## src/rtl/core/ssu_pkg.sv

```systemverilog
// Span union package: status codes, opcodes and the command and status bundles
// exchanged between the controller and the datapath. No dependencies.
`default_nettype none

package ssu_pkg;

  localparam logic [1:0] ST_DONE = 2'd0;
  localparam logic [1:0] ST_IGN  = 2'd1;
  localparam logic [1:0] ST_OVF  = 2'd2;

  localparam logic OP_INSERT  = 1'b0;
  localparam logic OP_READOUT = 1'b1;

  localparam logic [10:0] ROW_LIMIT_RST = 11'd1024;

  // source of the count reported with a single-result item
  typedef enum logic [1:0] {
    CNT_ZERO = 2'd0,
    CNT_N    = 2'd1,
    CNT_WR1  = 2'd2
  } cnt_sel_e;

  typedef struct packed {
    logic       load_item;
    logic       clr_step;
    logic       cnt_rd;
    logic       cnt_lat;
    logic       stream_init;
    logic       scan_step;
    logic       merge_step;
    logic       tail;
    logic       ro_rd;
    logic       ro_out;
    logic       done_out;
    logic       res_load;
    logic [1:0] res_status;
    cnt_sel_e   res_cnt;
  } ssu_cmd_t;

  typedef struct packed {
    logic row_ok;
    logic op_ro;
    logic span_ok;
    logic n_zero;
    logic n_full;
    logic stream_end;
    logic found;
    logic ro_last;
    logic out_free;
    logic clr_last;
  } ssu_sts_t;

endpackage

`default_nettype wire

```

## src/rtl/core/ssu_ctrl.sv

```systemverilog
// Span union controller: sequences count read, row scan, merge stream and
// readout. Depends on ssu_pkg.
`default_nettype none

module ssu_ctrl (
  input  wire logic              clk_i,
  input  wire logic              rst_ni,
  input  wire logic              in_valid_i,
  output logic                   in_stall_o,
  input  wire ssu_pkg::ssu_sts_t sts_i,
  output ssu_pkg::ssu_cmd_t      cmd_o
);

  import ssu_pkg::*;

  typedef enum logic [10:0] {
    S_CLR    = 11'b000_0000_0001,
    S_IDLE   = 11'b000_0000_0010,
    S_CNT    = 11'b000_0000_0100,
    S_LAT    = 11'b000_0000_1000,
    S_DEC    = 11'b000_0001_0000,
    S_SCAN   = 11'b000_0010_0000,
    S_MERGE  = 11'b000_0100_0000,
    S_TAIL   = 11'b000_1000_0000,
    S_DONE   = 11'b001_0000_0000,
    S_RO_RD  = 11'b010_0000_0000,
    S_RO_OUT = 11'b100_0000_0000
  } state_e;

  state_e state_q, state_d;

  always_ff @(posedge clk_i or negedge rst_ni) begin
    if (!rst_ni) begin
      state_q <= S_CLR;
    end else begin
      state_q <= state_d;
    end
  end

  assign in_stall_o = (state_q != S_IDLE);

  always_comb begin
    state_d          = state_q;
    cmd_o            = '0;
    cmd_o.res_status = ST_DONE;
    cmd_o.res_cnt    = CNT_ZERO;
    case (state_q)
      S_CLR: begin
        cmd_o.clr_step = 1'b1;
        if (sts_i.clr_last) state_d = S_IDLE;
      end
      S_IDLE: begin
        if (in_valid_i) begin
          cmd_o.load_item = 1'b1;
          state_d         = S_CNT;
        end
      end
      S_CNT: begin
        cmd_o.cnt_rd = 1'b1;
        state_d      = S_LAT;
      end
      S_LAT: begin
        cmd_o.cnt_lat = 1'b1;
        state_d       = S_DEC;
      end
      S_DEC: begin
        if (!sts_i.row_ok) begin
          cmd_o.res_load   = 1'b1;
          cmd_o.res_status = ST_IGN;
          cmd_o.res_cnt    = CNT_ZERO;
          state_d          = S_DONE;
        end else if (sts_i.op_ro) begin
          if (sts_i.n_zero) begin
            cmd_o.res_load = 1'b1;
            state_d        = S_DONE;
          end else begin
            cmd_o.stream_init = 1'b1;
            state_d           = S_RO_RD;
          end
        end else if (!sts_i.span_ok) begin
          cmd_o.res_load   = 1'b1;
          cmd_o.res_status = ST_IGN;
          cmd_o.res_cnt    = CNT_N;
          state_d          = S_DONE;
        end else begin
          cmd_o.stream_init = 1'b1;
          // a full row is checked for an overlap before anything is written
          state_d = sts_i.n_full ? S_SCAN : S_MERGE;
        end
      end
      S_SCAN: begin
        cmd_o.scan_step = 1'b1;
        if (sts_i.stream_end) begin
          if (sts_i.found) begin
            cmd_o.stream_init = 1'b1;
            state_d           = S_MERGE;
          end else begin
            cmd_o.res_load   = 1'b1;
            cmd_o.res_status = ST_OVF;
            cmd_o.res_cnt    = CNT_N;
            state_d          = S_DONE;
          end
        end
      end
      S_MERGE: begin
        cmd_o.merge_step = 1'b1;
        if (sts_i.stream_end) state_d = S_TAIL;
      end
      S_TAIL: begin
        cmd_o.tail     = 1'b1;
        cmd_o.res_load = 1'b1;
        cmd_o.res_cnt  = CNT_WR1;
        state_d        = S_DONE;
      end
      S_DONE: begin
        if (sts_i.out_free) begin
          cmd_o.done_out = 1'b1;
          state_d        = S_IDLE;
        end
      end
      S_RO_RD: begin
        cmd_o.ro_rd = 1'b1;
        state_d     = S_RO_OUT;
      end
      S_RO_OUT: begin
        if (sts_i.out_free) begin
          cmd_o.ro_out = 1'b1;
          state_d      = sts_i.ro_last ? S_IDLE : S_RO_RD;
        end
      end
      default: begin
        state_d = S_IDLE;
      end
    endcase
  end

endmodule

`default_nettype wire

```

## config.mk

```make
export PLATFORM = sky130hd
export DESIGN_NAME = ssu_ctrl
export DESIGN_NICKNAME = d
export VERILOG_FILES = /design/src/rtl/core/ssu_pkg.sv /design/src/rtl/core/ssu_ctrl.sv
export SDC_FILE = /design/constraint.sdc
export NUM_CORES = 1
export LEC_CHECK = 0
export BUFFER_PORTS_ARGS = -buffer_cell sky130_fd_sc_hd__buf_4
export CAP_MARGIN = 20
export CORE_MARGIN = 4
export CORE_UTILIZATION = 52
export CTS_CLUSTER_DIAMETER = 150
export DETAILED_ROUTE_END_ITERATION = 12
export GPL_ROUTABILITY_DRIVEN = 1
export PLACE_DENSITY_LB_ADDON = 0.05
export REMOVE_ABC_BUFFERS = 1
export SLEW_MARGIN = 25
export SYNTH_ARGS = -nofsm -noshare
export SYNTH_HDL_FRONTEND = slang
export SYNTH_SLANG_ARGS = --single-unit
```

## constraint.sdc

```tcl
create_clock -name clk_i -period 5.3 [get_ports clk_i]
set_input_delay 1.06 -clock clk_i [delete_from_list [all_inputs] [get_ports clk_i]]
set_output_delay 1.06 -clock clk_i [all_outputs]
set_load 0.02 [all_outputs]
```

==> out/metrics.yaml, run 1 <==
leakagePower_nw: 0.576
r2r_start: "state_q[5]"
synth_cell_types: 38
die_x_um: 49.2
cts_setup_buffers: 0
hold_buffers: 0
setup_viol: 0
synth_compound_area_share_pct: 17.0
cp-end-kind: "output pin"
antenna_left: 0
hp-class: "reg2reg"
finalCritPeriodShare_pct: 68.2
ir_drop_v: 0.000305
coreArea_um2: 1560
worst-r2r-cell-count: 5
syn_to_final_growth_pct: 25.7
pin_count: 30
startpoint_type: "flop"
finalMaxSlewViolations: 0
whs_endpoint: "state_q[0]"
cp.arrival_ns: 2.55
rsz0062_at_grt: "no"
min_from: "state_q[0]"
grt-ovfl-total: 0
cp_max_fo: 9
clkSinkCount: 11
drc: 0
io_buffers: 29
synth-adder-area-share_pct: 0
yosys.area_share.simple_pct: 38.5
clk_latency_ns: 0.27
synth_top_family_by_area: "simple AND/OR/NAND/NOR gates"
cts_root_buf: "clkbuf_4"
grt_pass1_vias: 802
maxSlewHeadroom_pct: 66.9
vias: 876
path_class: "reg2out"
finalNonFillerCells: 149
drive_above_1_share_pct: 30.8
rrSetupSlack_ns: 2.73
tns_ns: 0
cp.required_ns: 4.24
worst_slew_pin_slew_ns: 0.491
dpl.cell_count: 145
antenna_found_initial: 0
grt_first_pass_wirelength_mm: 3.51
finalCriticalPeriod_ns: 3.61
via_per_inst: 5.88
r2r-end: "state_q[6]"
die_h_um: 49.2
synth-xor-area-share_pct: 3.98
antennaDiodeCount: 0
start_util_pct: 56.5
power.density_nw_per_um2: 343
cts_tree: "done"
place.gp.congestion: 0.864
rows: 14
die-area_um2: 2420
firstDrtPassIters: 4
status: "completed"
dpl.hpwl_mm: 1.65
clockBufferDepth: 2
grt_usage_pct: 18.8
fin_skew_ns: 0.00385
top_register: "state_q"
top_regs: "state_q x11"
syn_avg_cell_area_um2: 8.23
yosysSeqAreaShare_pct: 31.4
clk_pin_slew_ns: 0.07
drt_first_iter_violations: 23
wl_mm: 2.11
cts_inserted_buffers: 3
maxCapViolations: 0
hold_viol: 0
ys_seq_elements: 11
wl_per_cell_um: 14.2
ys.warnings.count: 0
fin_nets: 147
clock.fmax_ghz: 0.277
htree_levels: 1
grt_max_degree: 12
syn-instance-count: 107
cts_resized: 0
synth_area_um2: 881
largest_register_ff_count: 11
worstSetupStartpoint: "state_q[5]"
synth_mux_area_share_pct: 2.56
whs_path_depth: 2
## logic make-up after synthesis
group,count (synthesis)
compound gates,20
xor+xnor,4
buf+inv,12
flops,11
mux,2
simple gates,58
## layout make-up
cell class | count | area, um2
Fill cell | 138 | 452
Clock inverter | 1 | 5.00
Tap cell | 16 | 20.0
Timing Repair Buffer | 29 | 218
Inverter | 5 | 18.8
Multi-Input combinational cell | 84 | 547
Sequential cell | 11 | 277
Clock buffer | 3 | 22.5
## cell usage after synthesis
| master | n | share of area [%] |
|---|---|---|
| nor2_1 | 17 | 7.2 |
| dfrtp_1 | 10 | 28 |
| nor3_1 | 6 | 3.4 |
| a21o_1 | 5 | 4.3 |
| inv_1 | 5 | 2.1 |
| nor3b_1 | 5 | 4.3 |
| clkbuf_1 | 4 | 1.7 |
| a21oi_1 | 3 | 1.7 |
| and3_1 | 3 | 2.1 |
| nand2b_1 | 3 | 2.1 |
| nand3_1 | 3 | 1.7 |
| nor2b_1 | 3 | 2.1 |
| o21ai_0 | 3 | 1.7 |
| or3_1 | 3 | 2.1 |
| xor2_1 | 3 | 3.0 |
| a211oi_1 | 2 | 1.7 |
| a32o_1 | 2 | 2.3 |
| and4b_1 | 2 | 2.3 |
| mux2_2 | 2 | 2.6 |
| nand2_1 | 2 | 0.85 |
| nor4_1 | 2 | 1.4 |
| nor4b_1 | 2 | 2.0 |
| or4_4 | 2 | 2.6 |
| a22oi_1 | 1 | 0.85 |
| a31oi_1 | 1 | 0.71 |
| a32oi_1 | 1 | 0.99 |
| and2_1 | 1 | 0.71 |
| buf_2 | 1 | 0.57 |
| buf_4 | 1 | 0.85 |
| buf_6 | 1 | 1.3 |
| dfstp_2 | 1 | 3.0 |
| nand3b_1 | 1 | 0.85 |
| nand4_1 | 1 | 0.71 |
| o21ai_4 | 1 | 1.8 |
| o32ai_1 | 1 | 0.99 |
| or2_2 | 1 | 0.71 |
| or3_4 | 1 | 1.3 |
| xnor2_1 | 1 | 0.99 |
## per-stage QoR
stage | power [mW] | area, um2 | hold WS (ns) | setup WS, ns | util (%)
floorplan | 0.261 | 842 | 0.507 | 1.87 | -
global placement | 0.317 | 1080 | 0.538 | 2.02 | 69.3
detailed placement | 0.320 | 1080 | 0.550 | 2.00 | 69.3
CTS | 0.379 | 1110 | 0.563 | 1.69 | 71.0
global route | 0.405 | 1110 | 0.593 | 1.58 | 71.0
finish | 0.379 | 1110 | 0.563 | 1.69 | 71.0
## placed cells by master, fill, tap and decap left out
master    synthesis  layout
and4b_1           2       2
a32oi_1           1       1
a21o_1            5       5
nand3b_1          1       1
a21oi_1           3       3
clkinv_2          0       1
o32ai_1           1       1
or3_1             3       3
nor4b_1           2       2
nor2_1           17      17
or4_4             2       2
nor4_1            2       2
dfrtp_1          10      10
a22oi_1           1       1
mux2_2            2       2
nor3_1            6       6
a31oi_1           1       1
and2_1            1       1
or2_2             1       1
xnor2_1           1       1
dfstp_2           1       1
and3_1            3       3
nand2_1           2       2
nand3_1           3       3
o21ai_4           1       1
buf_4             1      29
xor2_1            3       3
a211oi_1          2       2
nor3b_1           5       5
nor2b_1           3       3
nand2b_1          3       3
nand4_1           1       1
a32o_1            2       2
clkbuf_4          0       3
or3_4             1       1
o21ai_0           3       3
inv_1             5       5
## worst max path at each step
| stage | end | slack [ns] | cells past startpoint |
|---|---|---|---|
| after CTS | cmd_o[15] | 1.69 | 6 |
| after global placement | cmd_o[15] | 2.02 | 6 |
| final | cmd_o[15] | 1.69 | 6 |
| after detailed placement | cmd_o[15] | 2.00 | 6 |
| after global routing | cmd_o[15] | 1.58 | 6 |
| after floorplan | cmd_o[15] | 1.87 | 5 |
## critical path, cell delays in order (launching register included)
cell and delay, ns:
dfrtp_1 0.47, or4_4 0.56, or3_4 0.35, or4_4 0.46, nand2b_1 0.19, nor2_1 0.09, buf_4 0.14
## per-layer routing
| layer | vias up | track usage [%] | share of wire (%) |
|---|---|---|---|
| li1 | 444 | - | - |
| met1 | 405 | 25.0 | 47 |
| met2 | 23 | 28.3 | 46 |
| met3 | 4 | 6.42 | 6.4 |
| met4 | 0 | 5.69 | 0.80 |
| met5 | - | 0 | 0 |
## report_power, final
part / total [mW] / internal [mW] / switching (mW)
combinational: 0.202 / 0.0934 / 0.108
clock: 0.0583 / 0.0280 / 0.0303
sequential: 0.120 / 0.0957 / 0.0239
(Power assumes the default switching activity.)
==> run 2: changes to the inputs <==
--- a/config.mk
+++ b/config.mk
@@ -8,7 +8,7 @@
 export BUFFER_PORTS_ARGS = -buffer_cell sky130_fd_sc_hd__buf_4
 export CAP_MARGIN = 20
 export CORE_MARGIN = 4
-export CORE_UTILIZATION = 52
+export CORE_UTILIZATION = 44
 export CTS_CLUSTER_DIAMETER = 150
 export DETAILED_ROUTE_END_ITERATION = 12
 export GPL_ROUTABILITY_DRIVEN = 1
==> constraint.sdc (replaced) <==
create_clock -name clk_i -period 3 [get_ports clk_i]
set_input_delay 0.6 -clock clk_i [delete_from_list [all_inputs] [get_ports clk_i]]
set_output_delay 0.6 -clock clk_i [all_outputs]
set_load 0.02 [all_outputs]
==> out/metrics.yaml, run 2 (synthesis results as in run 1) <==
antenna_left: 0
die-area_um2: 2780
cts_inserted_buffers: 3
p_total_uw: 736
maxSlewHeadroom_pct: 64.1
clkSinkCount: 11
r2r_start: "state_q[4]"
cts_root_buf: "clkbuf_4"
ir_drop_v: 0.000617
critPathTopFamily: "simple AND/OR/NAND/NOR gates"
fillers: 162
top_register: "state_q"
critical_path.slowest_cell: "or4_4"
start_util_pct: 48.9
wl_per_cell_um: 14.5
setup_viol: 1
dpl.hpwl_mm: 1.75
cts_tree: "done"
layout_setup_ws_ns: -0.00313
rows: 15
antenna_found_initial: 0
fin_nets: 153
clk_pin_slew_ns: 0.07
finalCriticalPeriod_ns: 3.00
drive_above_1_share_pct: 35.3
max_stage_delay_ns: 0.55
path_class: "reg2out"
seq_area_um2: 277
status: "finished with violations"
die_h_um: 52.7
worstSetupStartpoint: "state_q[4]"
hold_viol: 0
grt_first_pass_wirelength_mm: 3.79
clock.fmax_ghz: 0.333
hp-class: "in2async"
worst_slew_pin_slew_ns: 0.533
cp-end-kind: "output pin"
clk_latency_ns: 0.27
via_per_inst: 5.51
pin_count: 30
path_buf_inv: 1
grt_usage_pct: 18.5
io_buffers: 29
cp.required_ns: 2.40
crit_chain: "or4_4, or3_4, or4_4, nand2b_4, nor2_4, buf_6"
startpoint_type: "flop"
coreArea_um2: 1800
power.density_nw_per_um2: 622
finalMaxSlewViolations: 0
firstDrtPassIters: 4
grt_pass1_vias: 838
finalNonFillerCells: 164
top_regs: "state_q x11"
htree_levels: 1
dpl.cell_count: 158
final_cell_mix: "buf_4, nor2_1, dfrtp_1"
wl_mm: 2.38
grt-ovfl-total: 0
syn_to_final_growth_pct: 34.2
multiInputGateArea_um2: 562
place.gp.congestion: 0.826
cp.arrival_ns: 2.40
rsz0062_at_grt: "yes"
crit_top_cell: "or4_4"
fin_skew_ns: 0.00200
cp_max_fo: 4
vias: 904
leakagePower_nw: 0.614
drc: 0
final_common_cell: "buf_4"
violations: "setup timing"
antennaDiodeCount: 0
maxCapViolations: 0
drt_first_iter_violations: 18
clockBufferDepth: 2
largest_register_ff_count: 11
die_x_um: 52.7
finalCritPeriodShare_pct: 100
grt_max_degree: 12
-- run 2: changes by cell type in the layout (fill, tap and decap cells not counted), sizes merged --
cell | before | now
buf | 29 | 35
-- run 2: path summary, 6_finish.rpt --
check	end	slack (ns)	depth (start not counted)
max	cmd_o[15]	-0.003	6
min	state_q[7]	0.14	1
max reg2reg	state_q[1]	0.44	6
min reg2reg	state_q[0]	0.57	2
max in group asynchronous	state_q[0]	2.63	1
min in group clk_i	state_q[0]	0.45	2
-- run 2: layout make-up --
class | count | area share [%]
multi-input cells | 84 | 47.5
well taps | 25 | 2.65
inverters | 5 | 1.59
clock inverters | 1 | 0.423
clock buffers | 3 | 1.90
flip-flops and latches | 11 | 23.4
repair buffers | 35 | 22.5
-- run 2: routing by layer --
metal,GRT usage (%),wire length (um)
met5,0,0
met2,26.2,1130
met1,26.6,1090
met3,6.27,143
met4,3.83,19
-- run 2: repair_timing --
action | in CTS | in global routing
endpoints found under the setup margin | 2 | 2
resized for setup | 4 | 0
hold buffers | 0 | 0
setup buffers | 0 | 2
gates cloned | 0 | 0
-- run 2: worst register-to-register path, delay by kind of cell, from the launching register on --
family	cells	cell delay, ns
AO/OA/AOI/OAI	1	0.19
AND/OR/NAND/NOR	3	1.36
buffers and inverters	1	0.16
flip-flops	1	0.38
multiplexers	1	0.35
-- run 2: report_power, final --
part	switching, mW	internal, mW
Combinational	0.220	0.201
Sequential	0.0422	0.169
Clock	0.0538	0.0495
Total	0.316	0.419
-- run 2: through the flow --
stage | hold WS [ns] | worst slack (ns) | utilization [%] | cell area (um2) | TNS (ns)
5_1_grt | 0.136 | -0.0727 | 65.6 | 1180 | -0.0963
6_report | 0.143 | -0.00313 | 65.6 | 1180 | -0.00313
3_3_place_gp | 0.440 | 0.270 | 62.2 | 1120 | 0
2_1_floorplan | 0.304 | 0.0258 | - | 842 | 0
4_1_cts | 0.140 | -0.0149 | 64.8 | 1170 | -0.0149
3_5_place_dp | 0.439 | 0.242 | 62.2 | 1120 | 0
==> run 3: changes to the inputs <==
--- a/config.mk
+++ b/config.mk
@@ -14,6 +14,7 @@
 export GPL_ROUTABILITY_DRIVEN = 1
 export PLACE_DENSITY_LB_ADDON = 0.05
 export REMOVE_ABC_BUFFERS = 1
+export SETUP_SLACK_MARGIN = 0.02
 export SLEW_MARGIN = 25
 export SYNTH_ARGS = -nofsm -noshare
 export SYNTH_HDL_FRONTEND = slang
==> constraint.sdc (replaced) <==
create_clock -name clk_i -period 3 [get_ports clk_i]
set_input_delay 0.75 -clock clk_i [delete_from_list [all_inputs] [get_ports clk_i]]
set_output_delay 0.75 -clock clk_i [all_outputs]
set_load 0.02 [all_outputs]
==> out/metrics.yaml, run 3 (synthesis results as in run 1) <==
status: "finished with violations"
vias: 957
clockBufferDepth: 2
die_x_um: 52.7
cts_tree: "done"
cts_inserted_buffers: 3
cp.arrival_ns: 2.39
violations: "setup timing"
drt_first_iter_violations: 19
worst_hold_slack_ns: 0.280
grt_pass1_vias: 898
antenna_found_initial: 0
fin_skew_ns: 0.0151
antenna_left: 0
cp-end-kind: "output pin"
clk_latency_ns: 0.28
cts_root_buf: "clkbuf_4"
largest_register_ff_count: 11
fillers: 155
dp_slack_ns: 0.0971
via_per_inst: 5.63
drc: 0
layout_setup_ws_ns: -0.144
hold_viol: 0
grt_max_degree: 12
io_buffers: 29
clkSinkCount: 11
wl_mm: 2.61
power.density_nw_per_um2: 664
die_h_um: 52.7
firstDrtPassIters: 4
r2r_start: "state_q[4]"
startpoint_type: "flop"
maxCapViolations: 0
setup_viol: 4
grt_first_pass_wirelength_mm: 4.11
ir_drop_v: 0.000659
start_util_pct: 48.9
finalCritPeriodShare_pct: 105
top_register: "state_q"
htree_levels: 1
finalNonFillerCells: 170
tns_ns: -0.314
p_total_uw: 857
clk_pin_slew_ns: 0.08
fin_nets: 159
detailed_place.area_um2: 1130
dpl.hpwl_mm: 1.75
dpl.cell_count: 159
final_common_cell: "buf_4"
final_cell_mix: "buf_4, nor2_1, dfrtp_1"
rows: 15
leakagePower_nw: 0.661
pin_count: 30
clock.fmax_ghz: 0.318
hold_buffers: 0
wl_per_cell_um: 15.4
fin_area_um2: 1290
r2r-end: "state_q[6]"
path_class: "reg2out"
fin_util_pct: 71.7
finalCriticalPeriod_ns: 3.14
syn_to_final_growth_pct: 46.6
hp-class: "in2async"
worst-r2r-cell-count: 8
cp_max_fo: 3
rsz0062_at_grt: "yes"
drive_above_1_share_pct: 42.1
die-area_um2: 2780
finalMaxSlewViolations: 0
worst_slew_pin_slew_ns: 0.447
place.gp.congestion: 0.826
grt_usage_pct: 20.2
coreArea_um2: 1800
antennaDiodeCount: 0
rrSetupSlack_ns: 0.19
top_regs: "state_q x11"
maxSlewHeadroom_pct: 69.9
cp.required_ns: 2.25
grt-ovfl-total: 0
[run 3: metal layers]
layer,global-route usage (%),vias to the layer above,wire length (um)
li1,-,469,-
met1,25.8,453,1160
met2,33.7,32,1300
met3,5.70,3,149
met4,3.83,0,13
met5,0,-,0
[run 3: area by class of cell]
cell class | instances | area (um2) | share of cell area (%)
clock buffer | 4 | 26.3 | 2.03
inverter | 5 | 18.8 | 1.45
multi-input combinational | 84 | 612 | 47.4
sequential | 11 | 277 | 21.4
tap | 25 | 31.3 | 2.42
timing repair buffer | 41 | 327 | 25.3
[run 3: worst max path at each step]
stage          cells past startpoint  slack (ns)   endpoint        from
6_report                           6       -0.14  cmd_o[15]  state_q[4]
5_1_grt                            6       -0.21  cmd_o[15]  state_q[4]
3_5_place_dp                       6         0.1  cmd_o[15]  state_q[4]
2_1_floorplan                      5       -0.12  cmd_o[15]  state_q[5]
3_3_place_gp                       6        0.12  cmd_o[15]  state_q[4]
4_1_cts                            6       -0.11  cmd_o[15]  state_q[4]
[run 3: worst max-delay path, stage by stage (launching register included)]
cell and delay (ns):
dfrtp_1 0.38, or4_4 0.53, or3_4 0.35, or4_4 0.45, nand2b_4 0.18, nor2_4 0.09
buf_6 0.12
[run 3: timing repair]
action                                  CTS  global route
endpoints found under the setup margin    4             8
gates resized for setup                   8            11
pin swaps                                 1             2
setup buffers                             5             2
[run 3: power by group]
group | leakage [nW] | internal (mW) | switching, mW
Sequential | 0.147 | 0.169 | 0.0321
Combinational | 0.499 | 0.274 | 0.276
Clock | 0.0150 | 0.0516 | 0.0545
Total | 0.661 | 0.495 | 0.363
